<file path="config.mk">
export PLATFORM = sky130hd
export DESIGN_NAME = hangul_syllable_composer
export DESIGN_NICKNAME = d
export VERILOG_FILES = /design/src/hw/rtl/hsc_pkg.sv /design/src/hw/rtl/hangul_syllable_composer.sv
export VERILOG_INCLUDE_DIRS = /design/src /design/src/hw/rtl
export SDC_FILE = /design/constraint.sdc
export NUM_CORES = 1
export LEC_CHECK = 0
export BUFFER_PORTS_ARGS = -buffer_cell sky130_fd_sc_hd__buf_4
export CELL_PAD_IN_SITES_DETAIL_PLACEMENT = 0
export CELL_PAD_IN_SITES_GLOBAL_PLACEMENT = 1
export CORE_ASPECT_RATIO = 1.1
export CORE_MARGIN = 2
export CORE_UTILIZATION = 49
export CTS_BUF_LIST = sky130_fd_sc_hd__clkbuf_16
export DETAILED_ROUTE_END_ITERATION = 6
export PLACE_DENSITY_LB_ADDON = 0.1
export SLEW_MARGIN = 20
export SYNTH_ARGS = -nofsm -noshare
export SYNTH_HDL_FRONTEND = slang
export SYNTH_SLANG_ARGS = --single-unit
</file>
<file path="constraint.sdc">
create_clock -name clk -period 11.6 [get_ports clk]
set_input_delay 3.48 -clock clk [delete_from_list [all_inputs] [get_ports clk]]
set_output_delay 3.48 -clock clk [all_outputs]
set_load 0.05 [all_outputs]
</file>
<file path="src/hw/rtl/hangul_syllable_composer_assert.svh">
// ----------------------------------------------------------------------------
// Assertion macros for the Hangul syllable composer
// Clocked checks on clk, held off while rst_n is low.
// ----------------------------------------------------------------------------
`ifndef HANGUL_SYLLABLE_COMPOSER_ASSERT_SVH
`define HANGUL_SYLLABLE_COMPOSER_ASSERT_SVH

// Check a property on every rising edge of clk outside reset
`define HSC_ASSERT(lbl, prop, msg) \
  lbl: assert property (@(posedge clk) disable iff (!rst_n) (prop)) else $error(msg);

// Check that a condition implies a consequence in the next cycle
`define HSC_ASSERT_NEXT(lbl, cond, cons, msg) \
  lbl: assert property (@(posedge clk) disable iff (!rst_n) (cond) |=> (cons)) \
    else $error(msg);

`endif

</file>
<file path="src/hw/rtl/hsc_pkg.sv">
// ----------------------------------------------------------------------------
// hsc_pkg
// Word types, codes and jamo tables of the Hangul syllable composer.
// ----------------------------------------------------------------------------
package hsc_pkg;

  // Opcodes of the input word
  localparam logic [1:0] OP_JAMO   = 2'd0;
  localparam logic [1:0] OP_BACK   = 2'd1;
  localparam logic [1:0] OP_COMMIT = 2'd2;

  localparam logic [4:0]  NONE_IDX  = 5'd31;
  localparam logic [4:0]  NO_FINAL  = 5'd0;
  localparam logic [4:0]  INIT_CNT  = 5'd19;
  localparam logic [4:0]  MED_CNT   = 5'd21;
  localparam logic [15:0] SYL_BASE  = 16'hAC00;
  localparam logic [15:0] MED_MUL   = 16'd21;
  localparam logic [15:0] FIN_MUL   = 16'd28;
  localparam logic [13:0] VOWEL_LO  = 14'h314F;
  localparam logic [13:0] VOWEL_HI  = 14'h3163;

  typedef struct packed {
    logic [1:0]  opcode;
    logic [13:0] plain_jamo;
    logic [13:0] shifted_jamo;
    logic        shift_held;
  } hsc_in_t;

  typedef struct packed {
    logic        erase_previous;
    logic        char_valid;
    logic [15:0] char_code;
    logic        last_of_run;
  } hsc_out_t;

  // One redraw: emit says a result word is produced
  typedef struct packed {
    logic     emit;
    hsc_out_t word;
  } hsc_rd_t;

  // Split of a final when a vowel follows it
  typedef struct packed {
    logic [4:0] keep;
    logic [4:0] moved;
  } hsc_split_t;

  function automatic logic [4:0] init_of(input logic [13:0] c);
    logic [4:0] r;
    unique case (c)
      14'h3131: r = 5'd0;
      14'h3132: r = 5'd1;
      14'h3134: r = 5'd2;
      14'h3137: r = 5'd3;
      14'h3138: r = 5'd4;
      14'h3139: r = 5'd5;
      14'h3141: r = 5'd6;
      14'h3142: r = 5'd7;
      14'h3143: r = 5'd8;
      14'h3145: r = 5'd9;
      14'h3146: r = 5'd10;
      14'h3147: r = 5'd11;
      14'h3148: r = 5'd12;
      14'h3149: r = 5'd13;
      14'h314A: r = 5'd14;
      14'h314B: r = 5'd15;
      14'h314C: r = 5'd16;
      14'h314D: r = 5'd17;
      14'h314E: r = 5'd18;
      default:  r = NONE_IDX;
    endcase
    return r;
  endfunction

  function automatic logic [13:0] init_code(input logic [4:0] i);
    logic [13:0] r;
    unique case (i)
      5'd0:    r = 14'h3131;
      5'd1:    r = 14'h3132;
      5'd2:    r = 14'h3134;
      5'd3:    r = 14'h3137;
      5'd4:    r = 14'h3138;
      5'd5:    r = 14'h3139;
      5'd6:    r = 14'h3141;
      5'd7:    r = 14'h3142;
      5'd8:    r = 14'h3143;
      5'd9:    r = 14'h3145;
      5'd10:   r = 14'h3146;
      5'd11:   r = 14'h3147;
      5'd12:   r = 14'h3148;
      5'd13:   r = 14'h3149;
      5'd14:   r = 14'h314A;
      5'd15:   r = 14'h314B;
      5'd16:   r = 14'h314C;
      5'd17:   r = 14'h314D;
      5'd18:   r = 14'h314E;
      default: r = 14'h0;
    endcase
    return r;
  endfunction

  function automatic logic [4:0] fin_of(input logic [13:0] c);
    logic [4:0] r;
    unique case (c)
      14'h3131: r = 5'd1;
      14'h3132: r = 5'd2;
      14'h3133: r = 5'd3;
      14'h3134: r = 5'd4;
      14'h3135: r = 5'd5;
      14'h3136: r = 5'd6;
      14'h3137: r = 5'd7;
      14'h3139: r = 5'd8;
      14'h313A: r = 5'd9;
      14'h313B: r = 5'd10;
      14'h313C: r = 5'd11;
      14'h313D: r = 5'd12;
      14'h313E: r = 5'd13;
      14'h313F: r = 5'd14;
      14'h3140: r = 5'd15;
      14'h3141: r = 5'd16;
      14'h3142: r = 5'd17;
      14'h3144: r = 5'd18;
      14'h3145: r = 5'd19;
      14'h3146: r = 5'd20;
      14'h3147: r = 5'd21;
      14'h3148: r = 5'd22;
      14'h314A: r = 5'd23;
      14'h314B: r = 5'd24;
      14'h314C: r = 5'd25;
      14'h314D: r = 5'd26;
      14'h314E: r = 5'd27;
      default:  r = NO_FINAL;
    endcase
    return r;
  endfunction

  // Split a final: compound keeps its first half, simple one moves whole
  function automatic hsc_split_t fin_split(input logic [4:0] f);
    hsc_split_t s;
    s.keep = NO_FINAL;
    unique case (f)
      5'd3:    begin s.keep = 5'd1;  s.moved = 5'd9;  end
      5'd5:    begin s.keep = 5'd4;  s.moved = 5'd12; end
      5'd6:    begin s.keep = 5'd4;  s.moved = 5'd18; end
      5'd9:    begin s.keep = 5'd8;  s.moved = 5'd0;  end
      5'd10:   begin s.keep = 5'd8;  s.moved = 5'd6;  end
      5'd11:   begin s.keep = 5'd8;  s.moved = 5'd7;  end
      5'd12:   begin s.keep = 5'd8;  s.moved = 5'd9;  end
      5'd13:   begin s.keep = 5'd8;  s.moved = 5'd16; end
      5'd14:   begin s.keep = 5'd8;  s.moved = 5'd17; end
      5'd15:   begin s.keep = 5'd8;  s.moved = 5'd18; end
      5'd18:   begin s.keep = 5'd17; s.moved = 5'd9;  end
      5'd1:    s.moved = 5'd0;
      5'd2:    s.moved = 5'd1;
      5'd4:    s.moved = 5'd2;
      5'd7:    s.moved = 5'd3;
      5'd8:    s.moved = 5'd5;
      5'd16:   s.moved = 5'd6;
      5'd17:   s.moved = 5'd7;
      5'd19:   s.moved = 5'd9;
      5'd20:   s.moved = 5'd10;
      5'd21:   s.moved = 5'd11;
      5'd22:   s.moved = 5'd12;
      5'd23:   s.moved = 5'd14;
      5'd24:   s.moved = 5'd15;
      5'd25:   s.moved = 5'd16;
      5'd26:   s.moved = 5'd17;
      5'd27:   s.moved = 5'd18;
      default: s.moved = NONE_IDX;
    endcase
    return s;
  endfunction

  function automatic logic [4:0] fin_join(input logic [4:0] a, input logic [4:0] b);
    logic [4:0] r;
    unique case ({a, b})
      {5'd1, 5'd19}:  r = 5'd3;
      {5'd4, 5'd22}:  r = 5'd5;
      {5'd4, 5'd27}:  r = 5'd6;
      {5'd8, 5'd1}:   r = 5'd9;
      {5'd8, 5'd16}:  r = 5'd10;
      {5'd8, 5'd17}:  r = 5'd11;
      {5'd8, 5'd19}:  r = 5'd12;
      {5'd8, 5'd25}:  r = 5'd13;
      {5'd8, 5'd26}:  r = 5'd14;
      {5'd8, 5'd27}:  r = 5'd15;
      {5'd17, 5'd19}: r = 5'd18;
      default:        r = NO_FINAL;
    endcase
    return r;
  endfunction

  function automatic logic [4:0] med_join(input logic [4:0] a, input logic [4:0] b);
    logic [4:0] r;
    unique case ({a, b})
      {5'd8, 5'd0}:   r = 5'd9;
      {5'd8, 5'd1}:   r = 5'd10;
      {5'd8, 5'd20}:  r = 5'd11;
      {5'd13, 5'd4}:  r = 5'd14;
      {5'd13, 5'd5}:  r = 5'd15;
      {5'd13, 5'd20}: r = 5'd16;
      {5'd18, 5'd20}: r = 5'd19;
      default:        r = NONE_IDX;
    endcase
    return r;
  endfunction

  function automatic logic [4:0] med_first(input logic [4:0] v);
    logic [4:0] r;
    unique case (v)
      5'd9, 5'd10, 5'd11:  r = 5'd8;
      5'd14, 5'd15, 5'd16: r = 5'd13;
      5'd19:               r = 5'd18;
      default:             r = NONE_IDX;
    endcase
    return r;
  endfunction

  // Draw the syllable held in ini/med/fin; on says one is on screen now
  function automatic hsc_rd_t redraw(input logic [4:0] ini, input logic [4:0] med,
                                     input logic [4:0] fin, input logic on);
    hsc_rd_t    rd;
    logic       hi;
    logic       hm;
    logic [15:0] idx;
    hi = (ini < INIT_CNT);
    hm = (med < MED_CNT);
    idx = (16'(ini) * MED_MUL + 16'(med)) * FIN_MUL;
    rd.word.erase_previous = on;
    rd.word.last_of_run    = 1'b0;
    rd.word.char_valid     = hi | hm;
    if (hi && hm) begin
      rd.word.char_code = SYL_BASE + idx + 16'(fin);
    end else if (hi) begin
      rd.word.char_code = 16'(init_code(ini));
    end else if (hm) begin
      rd.word.char_code = 16'(VOWEL_LO) + 16'(med);
    end else begin
      rd.word.char_code = 16'h0;
    end
    rd.emit = on | hi | hm;
    return rd;
  endfunction

endpackage

</file>
<file path="src/hw/rtl/hangul_syllable_composer.sv">
// ----------------------------------------------------------------------------
// hangul_syllable_composer
// Two-set Hangul input automaton: keystroke words in, text edit words out.
// ----------------------------------------------------------------------------
// Each accepted keystroke word is decoded in the cycle it is taken, against
// the held initial, medial and final index, and its one or two edit words go
// into a two-entry result register. A keystroke gives one edit word or none;
// a vowel after a final gives two edit words, drained in turn by the single
// result port from the result register.
// in_ready is high when the result register is empty or its last word is
// being taken in the same cycle.
module hangul_syllable_composer
  import hsc_pkg::*;
(
  input  logic     clk,
  input  logic     rst_n,
  input  logic     in_valid,
  output logic     in_ready,
  input  hsc_in_t  in_data,
  output logic     out_valid,
  input  logic     out_ready,
  output hsc_out_t out_data
);

`include "hangul_syllable_composer_assert.svh"

  logic [4:0] ini_r, med_r, fin_r;
  logic       on_r;
  logic [4:0] ini_nxt, med_nxt, fin_nxt;
  logic       on_nxt;

  hsc_out_t   slot0_r, slot1_r;
  hsc_out_t   slot0_nxt, slot1_nxt;
  logic [1:0] cnt_r, cnt_nxt;

  hsc_rd_t    rd0, rd1;
  logic       accept, pop;
  logic       ini_held, med_held;

  // Handshake: accept only when the result register will be empty
  assign out_valid = (cnt_r != 2'd0);
  assign out_data  = slot0_r;
  assign pop       = out_valid & out_ready;
  assign in_ready  = (cnt_r == 2'd0) | ((cnt_r == 2'd1) & out_ready);
  assign accept    = in_valid & in_ready;

  assign ini_held  = (ini_r != NONE_IDX);
  assign med_held  = (med_r != NONE_IDX);

  // Decode one keystroke against the held syllable
  always_comb begin
    logic [13:0] jamo;
    logic [4:0]  ji, ci, jo, cj, cm;
    logic        hi, hm;
    hsc_split_t  sp;
    ini_nxt = ini_r;
    med_nxt = med_r;
    fin_nxt = fin_r;
    on_nxt  = on_r;
    rd0     = '0;
    rd1     = '0;
    jamo    = in_data.shift_held ? in_data.shifted_jamo : in_data.plain_jamo;
    ji      = 5'(jamo - VOWEL_LO);
    ci      = init_of(jamo);
    jo      = fin_of(jamo);
    cj      = fin_join(fin_r, jo);
    cm      = med_join(med_r, ji);
    sp      = fin_split(fin_r);
    hi      = (ini_r != NONE_IDX);
    hm      = (med_r != NONE_IDX);
    unique case (in_data.opcode)
      OP_JAMO: begin
        if ((jamo >= VOWEL_LO) && (jamo <= VOWEL_HI)) begin
          if (fin_r != NO_FINAL) begin
            // Finish the old syllable, carry the final into the new one
            rd0     = redraw(ini_r, med_r, sp.keep, on_r);
            ini_nxt = sp.moved;
            med_nxt = ji;
            fin_nxt = NO_FINAL;
            rd1     = redraw(sp.moved, ji, NO_FINAL, 1'b0);
          end else if (!hm) begin
            med_nxt = ji;
            rd0     = redraw(ini_r, ji, fin_r, on_r);
          end else if (cm != NONE_IDX) begin
            med_nxt = cm;
            rd0     = redraw(ini_r, cm, fin_r, on_r);
          end else begin
            ini_nxt = NONE_IDX;
            med_nxt = ji;
            fin_nxt = NO_FINAL;
            rd0     = redraw(NONE_IDX, ji, NO_FINAL, 1'b0);
          end
        end else begin
          if (hm && (fin_r == NO_FINAL) && hi && (jo != NO_FINAL)) begin
            fin_nxt = jo;
            rd0     = redraw(ini_r, med_r, jo, on_r);
          end else if (hm && (fin_r != NO_FINAL) && (jo != NO_FINAL) &&
                       (cj != NO_FINAL)) begin
            fin_nxt = cj;
            rd0     = redraw(ini_r, med_r, cj, on_r);
          end else begin
            ini_nxt = ci;
            med_nxt = NONE_IDX;
            fin_nxt = NO_FINAL;
            rd0     = redraw(ci, NONE_IDX, NO_FINAL, 1'b0);
          end
        end
        on_nxt = rd1.emit ? rd1.word.char_valid : rd0.word.char_valid;
      end
      OP_BACK: begin
        if (!on_r) begin
          // Nothing of ours on screen: erase only
          rd0.emit                = 1'b1;
          rd0.word.erase_previous = 1'b1;
        end else begin
          if (fin_r != NO_FINAL) begin
            fin_nxt = sp.keep;
          end else if (hm) begin
            med_nxt = med_first(med_r);
          end else if (hi) begin
            ini_nxt = NONE_IDX;
          end
          rd0    = redraw(ini_nxt, med_nxt, fin_nxt, on_r);
          on_nxt = rd0.word.char_valid;
        end
      end
      OP_COMMIT: begin
        ini_nxt = NONE_IDX;
        med_nxt = NONE_IDX;
        fin_nxt = NO_FINAL;
        on_nxt  = 1'b0;
      end
      default: begin
      end
    endcase
  end

  // Pack the edit words and mark the last one
  always_comb begin
    slot0_nxt = slot0_r;
    slot1_nxt = slot1_r;
    cnt_nxt   = cnt_r;
    if (accept) begin
      if (rd0.emit) begin
        slot0_nxt = rd0.word;
        slot1_nxt = rd1.word;
        cnt_nxt   = rd1.emit ? 2'd2 : 2'd1;
      end else begin
        slot0_nxt = rd1.word;
        cnt_nxt   = rd1.emit ? 2'd1 : 2'd0;
      end
      if (cnt_nxt == 2'd2) begin
        slot1_nxt.last_of_run = 1'b1;
      end else begin
        slot0_nxt.last_of_run = 1'b1;
      end
    end else if (pop) begin
      // Advance the second word to the head
      slot0_nxt = slot1_r;
      cnt_nxt   = cnt_r - 2'd1;
    end
  end

  // Hold the syllable state and the result register
  always_ff @(posedge clk) begin
    if (!rst_n) begin
      ini_r <= NONE_IDX;
      med_r <= NONE_IDX;
      fin_r <= NO_FINAL;
      on_r  <= 1'b0;
      cnt_r <= 2'd0;
    end else begin
      if (accept) begin
        ini_r <= ini_nxt;
        med_r <= med_nxt;
        fin_r <= fin_nxt;
        on_r  <= on_nxt;
      end
      cnt_r <= cnt_nxt;
    end
  end

  always_ff @(posedge clk) begin
    slot0_r <= slot0_nxt;
    slot1_r <= slot1_nxt;
  end

  // Checks on the syllable state and the result register
  `HSC_ASSERT(a_one_left_is_last, (cnt_r == 2'd1) |-> slot0_r.last_of_run, "single word not last")
  `HSC_ASSERT(a_first_of_two, (cnt_r == 2'd2) |-> !slot0_r.last_of_run, "first of two marked last")
  `HSC_ASSERT(a_on_screen_held, on_r |-> ini_held || med_held, "on screen but empty")
  `HSC_ASSERT(a_final_needs_syl, (fin_r != NO_FINAL) |-> ini_held && med_held, "stray final")
  `HSC_ASSERT_NEXT(a_pair_drains, (cnt_r == 2'd2) && out_ready, cnt_r == 2'd1, "pair not drained")

endmodule
</file>
### Yosys cells after proc, flatten, opt, wreduce, memory -nomap -nowiden

Memory sizes are Yosys's and may differ from the RTL's. A register that Yosys moved wholly into a read port is not among the register bits.
Cells that the tools add are included.

* register bits after elaboration: 56
* memory bits (read-only): 2560
* input port bits: 35
* output and inout port bits: 21
* memories kept: 8

* $add $sub $neg: 22
* multipliers: 8
* $lt $le $gt $ge: 10
* eq/ne operators: 94
* mux-type cells: 100
* bitwise gates (word level): 15
* reduce and logical (&&, ||, !) cells: 40

Memory list
* (no name shown): words 32, width 10, rd ports 1, clocked after Yosys merged registers in 1, write ports 0, RTL line hsc_pkg.sv:77 `unique case (i)`
* (no name shown): words 32, width 10, rd ports 1, clocked after Yosys merged registers in 0, write ports 0, RTL line hsc_pkg.sv:77
* (no name shown): words 32, width 10, rd ports 1, clocked after Yosys merged registers in 1, write ports 0, RTL line hsc_pkg.sv:77
* (no name shown): words 32, width 10, rd ports 1, clocked after Yosys merged registers in 1, write ports 0, RTL line hsc_pkg.sv:77
* (no name shown): words 32, width 10, rd ports 1, clocked after Yosys merged registers in 1, write ports 0, RTL line hsc_pkg.sv:77
* (no name shown): words 32, width 10, rd ports 1, clocked after Yosys merged registers in 1, write ports 0, RTL line hsc_pkg.sv:77
* 2 more memories

Operators by type and width (number)
* $eq 14x14->1 const B: 30
* $mux 5: 43
* $mux 20: 10
* $mux 16: 10
* $pmux 5 s27: 1
* $eq 10x9->1 const B: 13
* $mux 15: 8
* $add 16x5->16: 6
* $pmux 5 s19: 1
* $add 16x16->16 const A: 5
* $pmux 5 s16: 1
* $eq 5x5->1 const B: 14
* $mul 11x3->14 const B: 5
* $eq 5x4->1 const B: 13
* $add 14x5->15 const A: 4
* $pmux 5 s3: 4
* $mux 19: 3
* $add 10x5->11: 5
* $pmux 5 s11: 1
* $lt 5x5->1 const B: 8
* $pmux 20 s2: 1
* $pmux 5 s7: 1
* $mul 5x5->10 const B: 3
* $mux 14: 2
* other kinds (36): 97

### Logic depth before layout (Yosys ltp)

Gate-level depths: netlist of the first run.

* depth after elaboration: 19
* gate-level depth with buffers: 38
* gate-level depth less buffers: 32

### Least setup slack after synthesis of the first run

Ideal clock, no wire load.

* path type: in2reg
* start point: input port in_data[0] in the netlist's numbering
* end point: register slot0_r, in the netlist out_data[16], data pin
* library setup time: 0.146 ns
* arrival time: 10.529 ns
* data required time: 11.454 ns
* path slack: 0.925 ns
* stages: 32
* path buffers: 5
* cells stage by stage: buf_6 buf_12 buf_8 buf_12 mux2i_1 inv_1 ha_1 xnor2_1 nor2_1 a22oi_2 o21ai_1 nand2_1 ha_1 inv_1 fa_1 a211oi_1 o21a_1 o21ai_0 xnor2_1 ha_1 ha_1 clkbuf_1 a2111o_1 a31oi_1 a21o_1 o311ai_0 o21ai_0 xor2_1 a2111oi_0 o41ai_1 a21o_1 a21oi_1

RTL lines
* from (decl): RTL line hangul_syllable_composer.sv:19 `input hsc_in_t in_data,`
* to (signal assigned): RTL line hangul_syllable_composer.sv:184 `slot0_r <= slot0_nxt;`
* to (decl): RTL line hangul_syllable_composer.sv:32 `hsc_out_t slot0_r, slot1_r;`

==> impl_metrics.ini, run 1 <==
[cts]
cts_setup_buffers = 0
cts_root_buf = clkbuf_16
clk_latency_ns = 0.35
cts_num_sinks = 62
cts_tree = done
postCtsResizedCells = 0
cts-buffers-inserted = 9
path_clk_slew_ns = 0.06
cts_buffer_depth = 2
cts-hold-fix-buffers = 0
htree_levels = 3

[critical_path]
cpLargestDelayFamily = compound AO/OA/AOI/OAI gates
reg2regPathDepth = 28
crit_start = in_data[0]
critPathBufInv = 3
ff2ff_setup_slack_ns = 2.58
cp.required_ns = 11.79
path_depth = 25
slowest_delay_ns = 0.55
path_max_fanout = 40
end_kind = flop
reg2reg_to = out_data[14]
cp.arrival_ns = 11.18
critical_path.startpoint_type = input pin
critical_path_class = in2reg
endpoint = out_data[16]
reg2reg_from = ini_r[2]
slowest_stage = mux2i_2

[yosys]
ys_ff_latch = 62
synth_seq_area_share = 0.09445
yosysUniqueCellTypes = 116
post_synth.cell_area_avg_sq_um = 7.546
synth_async_sr_flop_share = 0
synth_edf_count = 37
netlist_instances = 2261
syn_nets = 2576
ys_warn_count = 0
yosysTopAreaCellShare = 0.1599
ys.flop_type = edfxtp_1
mappedNetlistArea_sq_um = 17060
yosys-top-cells-area = ha_1 (16%), fa_1 (7.3%), edfxtp_1 (6.5%), xnor2_1 (5.2%), a21oi_1 (5.2%)
synth_top_cell_by_area = ha_1

[sta]
final.setup_skew_ns = 0.01235
fin_crit_sh = 0.9474
slew_headroom = 0.2143
setup_viol_count_final = 0
slew_violations = 0
tns_ns = 0
rsz0062_at_grt = false
fmax_mhz = 90.99
finalHoldViolations = 0
worstMarginPinSlew_ns = 1.166
timing.final.crit_period_ns = 10.99

[floorplanning]
die_width_microns = 181.9
initial_core_util = 0.4976
die_area_sq_um = 36330
core-area_sq_um = 34290
die_y_microns = 199.7
num_rows = 71
io_pins = 56

[route]
met3_length_microns = 4881
avgViaCountPerCell = 6.539
drcViolationCount = 0
route.final.wire_length_microns = 65210
met2_wirelength_microns = 29890
firstDrtPassIters = 7
antenna_left = 0
wl_met1_microns = 27010
avgRoutedWirePerCell_microns = 24.11
top_layer_used = met5
route.vias.total = 17690
drt_iter0_drc = 1957

[global_routing]
antenna_found_initial = 3
grt.overflow.total = 0
grt_max_degree = 41
grt_pass1_wl_microns = 99260
grt_pass1_vias = 16700
grt_usage = 0.3536

[final_layout]
syn_to_final_growth_pct = 6.233
drive_gt1_frac = 0.07855
nets = 2576
regArea_sq_um = 1612
multi_input_area_sq_um = 14230
num-fill-cells = 3455

[status]
outcome = finished clean

[placement]
dp_hpwl_microns = 53080
io_buffers = 55
gp_congestion = 0.9874

[job]
drv_cap = 0

[min_path]
hold_path.class = reg2reg
==> worst min path at each step <==
stage / slack (ns) / cells past startpoint / start / to
2_1_floorplan: 0.48 / 2 / cnt_r[1] / cnt_r[1]
3_3_place_gp: 0.50 / 2 / cnt_r[1] / cnt_r[1]
3_5_place_dp: 0.50 / 2 / cnt_r[1] / cnt_r[1]
4_1_cts: 0.51 / 2 / cnt_r[1] / cnt_r[1]
5_1_grt: 0.54 / 1 / slot1_r[14] / out_data[14]
6_report: 0.50 / 2 / cnt_r[1] / cnt_r[1]
==> stage by stage <==
stage	instance area, sq um	utilization	setup slack [ns]	hold slack, ns	cells
final	18130	0.5286	0.6097	0.5042	2705
after global routing	18120	0.5285	0.02406	0.5408	2704
after CTS	18120	0.5285	0.4019	0.5062	2704
after detailed placement	17850	0.5206	0.1143	0.4977	2688
after global placement	17850	0.5206	0.3320	0.4951	2688
after floorplan	17060	-	0.9253	0.4781	2261
==> layout by cell type (no fill, tap or decap), types with 25 or more instances in the layout <==
| master | count |
|---|---|
| ha_1 | 218 |
| inv_1 | 205 |
| nor2_1 | 192 |
| a21oi_1 | 176 |
| nand2_1 | 170 |
| o21ai_0 | 141 |
| xnor2_1 | 102 |
| buf_4 | 91 |
| xor2_1 | 68 |
| fa_1 | 62 |
| nor3_1 | 57 |
| a21o_1 | 49 |
| edfxtp_1 | 37 |
| nand3_1 | 35 |
| a31oi_1 | 34 |
| mux2i_1 | 28 |
| nor2b_1 | 28 |
| a211oi_1 | 27 |
| o21a_1 | 26 |
| dfxtp_1 | 25 |
==> cell type report <==
type                    instances  share of cell area
clock buffers                   9             0.01242
flip-flops and latches         62             0.08891
inverters                     207             0.04300
diodes                          1           0.0001381
clock inverters                 7            0.002623
multi-input cells            1890              0.7850
repair buffers                 91             0.03769
well taps                     438             0.03023
==> Yosys cell counts, drive strengths merged, types with 26 or more instances <==
library cell / number
xor2: 68
a31oi: 35
fa: 62
edfxtp: 37
o21ai: 160
nor2: 196
nand2: 170
mux2i: 31
nor3: 57
a21oi: 178
inv: 207
clkbuf: 79
a211oi: 28
ha: 218
nand3: 35
o21a: 26
xnor2: 103
nor2b: 28
a21o: 49
==> worst register-to-register path: cells and delay by family (launching register included) <==
family          cells  cell delay (ns)
flops               1             0.76
buf+inv             4             0.44
compound gates      7             1.48
simple gates        7             2.10
fa+ha+maj           6             2.50
xor+xnor            4             1.61
==> per-layer routing <==
| layer | vias to the layer above | track usage |
|---|---|---|
| met1 | 8463 | 0.4509 |
| met4 | 4 | 0.1679 |
| met5 | - | 0 |
| met3 | 187 | 0.04574 |
| li1 | 8223 | - |
| met2 | 811 | 0.5964 |
==> logic make-up after synthesis <==
logic type                 Yosys count  synth area share
muxes                               39           0.02508
adders and majority gates          281            0.2333
AOI/OAI and AO/OA                  726            0.2860
xor gates and xnor gates           173           0.09086
and+or+nand+nor                    671            0.1976
buffers and inverters              309           0.07274
DFF                                 62           0.09445
Power of run 1 is left out: the tool's default activity adds up to more than one toggle a clock period on the data nets, which glitch-free logic cannot reach.
==> inputs of run 2 (changes only) <==
--- a/config.mk
+++ b/config.mk
@@ -6,12 +6,13 @@
 export SDC_FILE = /design/constraint.sdc
 export NUM_CORES = 1
 export LEC_CHECK = 0
+export ABC_AREA = 1
 export BUFFER_PORTS_ARGS = -buffer_cell sky130_fd_sc_hd__buf_4
 export CELL_PAD_IN_SITES_DETAIL_PLACEMENT = 0
 export CELL_PAD_IN_SITES_GLOBAL_PLACEMENT = 1
 export CORE_ASPECT_RATIO = 1.1
 export CORE_MARGIN = 2
-export CORE_UTILIZATION = 49
+export CORE_UTILIZATION = 45
 export CTS_BUF_LIST = sky130_fd_sc_hd__clkbuf_16
 export DETAILED_ROUTE_END_ITERATION = 6
 export PLACE_DENSITY_LB_ADDON = 0.1
==> impl_metrics.ini, run 2 <==
[status]
outcome = finished clean

[cts]
cts_root_buf = clkbuf_16
cts-buffers-inserted = 9
clk_latency_ns = 0.35
cts_buffer_depth = 2
cts_setup_buffers = 0
postCtsResizedCells = 0
path_clk_slew_ns = 0.06
htree_levels = 3
cts-hold-fix-buffers = 0
cts_num_sinks = 62
cts_tree = done

[sta]
final.setup_skew_ns = 0.01155
setup_viol_count_final = 0
worstMarginPinSlew_ns = 1.037
fmax_mhz = 94.84
slew_violations = 0
fin_crit_sh = 0.9090
slew_headroom = 0.3045
finalHoldViolations = 0
rsz0062_at_grt = false
timing.final.crit_period_ns = 10.54
tns_ns = 0

[floorplanning]
core-area_sq_um = 35220
die_width_microns = 184.6
num_rows = 72
io_pins = 56
die_y_microns = 202.6
die_area_sq_um = 37400
initial_core_util = 0.4582

[yosys]
synth_common_cells = nand2_1 (509), inv_1 (398), nor2_1 (229)
ys.flop_type = edfxtp_1
synth_compound_area_frac = 0.1784
yosys-top-cells-area = ha_1 (17%), nand2_1 (12%), inv_1 (9.3%), fa_1 (7.7%), edfxtp_1 (6.9%)
mappedNetlistArea_sq_um = 16140
netlist_instances = 2478
yosysUniqueCellTypes = 67
synth_fa_ha_area_frac = 0.2459
synth_edf_count = 37
syn_nets = 2793
post-synth-top-count-cell = nand2_1
synth_top_family_by_area = simple AND/OR/NAND/NOR gates
synth_top_cell_by_area = ha_1
synth_seq_area_share = 0.09984
ys_ff_latch = 62
post_synth_and_or_nand_nor_area_fraction = 0.2919
post_synth.cell_area_avg_sq_um = 6.514
synth_async_sr_flop_share = 0
muxShareOfSynthArea = 0.0006202
ys_warn_count = 0
yosysTopAreaCellShare = 0.1690
synth_xor_area_frac = 0.07163

[critical_path]
critical_path.startpoint_type = input pin
slowest_stage = a2111oi_0
cp.arrival_ns = 10.63
end_kind = flop
path_max_fanout = 12
slowest_delay_ns = 0.63
cpLargestDelayFamily = adder cells
cp.required_ns = 11.69
critical_path_class = in2reg
critPathBufInv = 7

[global_routing]
grt_pass1_wl_microns = 89340
grt_max_degree = 24
grt.overflow.total = 0
grt_pass1_vias = 16330
antenna_found_initial = 0
grt_usage = 0.3095

[placement]
gp_congestion = 1.044
io_buffers = 55
dp_hpwl_microns = 48440
postPlaceCellArea_sq_um = 17040

[min_path]
hold_path.class = reg2reg

[route]
drt_iter0_drc = 1365
route.final.wire_length_microns = 57770
route.vias.total = 16740
firstDrtPassIters = 6
antenna_left = 0
drcViolationCount = 0
avgRoutedWirePerCell_microns = 19.23
avgViaCountPerCell = 5.573

[final_layout]
layout_common_cells = nand2_1 (509), inv_1 (398), nor2_1 (229)
drive_gt1_frac = 0.07573
nets = 2832
finalInstanceArea_sq_um = 17340
syn_to_final_growth_pct = 7.403
num-fill-cells = 3820
final_common_cell = nand2_1

[job]
drv_cap = 0
==> run 2: cell count changes after synthesis, sizes merged, moves of 30 or more <==
cell / previous run / this run
nand2: 170 / 539
inv: 207 / 416
xnor2: 103 / 40
mux2i: 31 / 1
clkbuf: 79 / 23
nand3: 35 / 165
a21o: 49 / 14
nor2: 196 / 248
==> run 2: layer usage <==
layer  vias to the layer above  part of all wire  global-route usage
met1                      7862              0.41              0.3764
met3                       128             0.059             0.04520
met2                       530              0.48              0.5391
li1                       8222                 -                   -
met4                         0             0.048              0.1363
met5                         -                 0                   0
==> run 2: worst register-to-register path: cells and delay by family (launching register included) <==
family	cells	cell delay (ns)
adders and majority gates	7	2.62
DFF	1	0.73
and+or+nand+nor	12	2.32
buffers and inverters	4	0.69
AOI/OAI and AO/OA	6	1.47
xor gates and xnor gates	2	0.46
==> run 2: path summary, 6_finish.rpt <==
| path | startpoint | end | slack (ns) | depth (start not counted) |
|---|---|---|---|---|
| worst max register to register | fin_r[3] | out_data[13] | 3.07 | 31 |
| worst max-delay path | in_data[0] | out_data[13] | 1.06 | 34 |
| worst min-delay path | slot1_r[5] | out_data[5] | 0.52 | 2 |
| worst min register to register | slot1_r[5] | out_data[5] | 0.52 | 2 |
==> run 2: metrics by stage <==
step	hold WS [ns]	util	setup WS, ns	instances
floorplan	0.4944	-	1.832	2478
global placement	0.5041	0.4837	0.9026	2987
detailed placement	0.5120	0.4837	0.6742	2987
CTS	0.5219	0.4921	1.017	3003
global route	0.5464	0.4921	0.4397	3003
finish	0.5155	0.4922	1.056	3004
==> run 2: layout make-up <==
cell class                 count  area [sq um]  area share
tap                          481         601.8     0.03472
antenna                        1         2.502   0.0001444
clock inverter                 7         71.32    0.004114
timing repair buffer          70         525.5     0.03031
inverter                     418          1572     0.09065
sequential                    62          1612     0.09296
clock buffer                   9         225.2     0.01299
multi-input combinational   1956         12730      0.7341
==> run 2: logic make-up (layout without fill, tap and decap cells) <==
kind of cell / after synthesis / in the layout
multiplexers: 1 / 1
other: 0 / 1
XOR/XNOR: 132 / 132
AND/OR/NAND/NOR: 1053 / 1053
AO/OA/AOI/OAI: 490 / 490
flip-flops: 62 / 62
buffers and inverters: 460 / 504
adder cells (fa/ha/maj): 280 / 280
Power of run 2 is left out for the same reason.
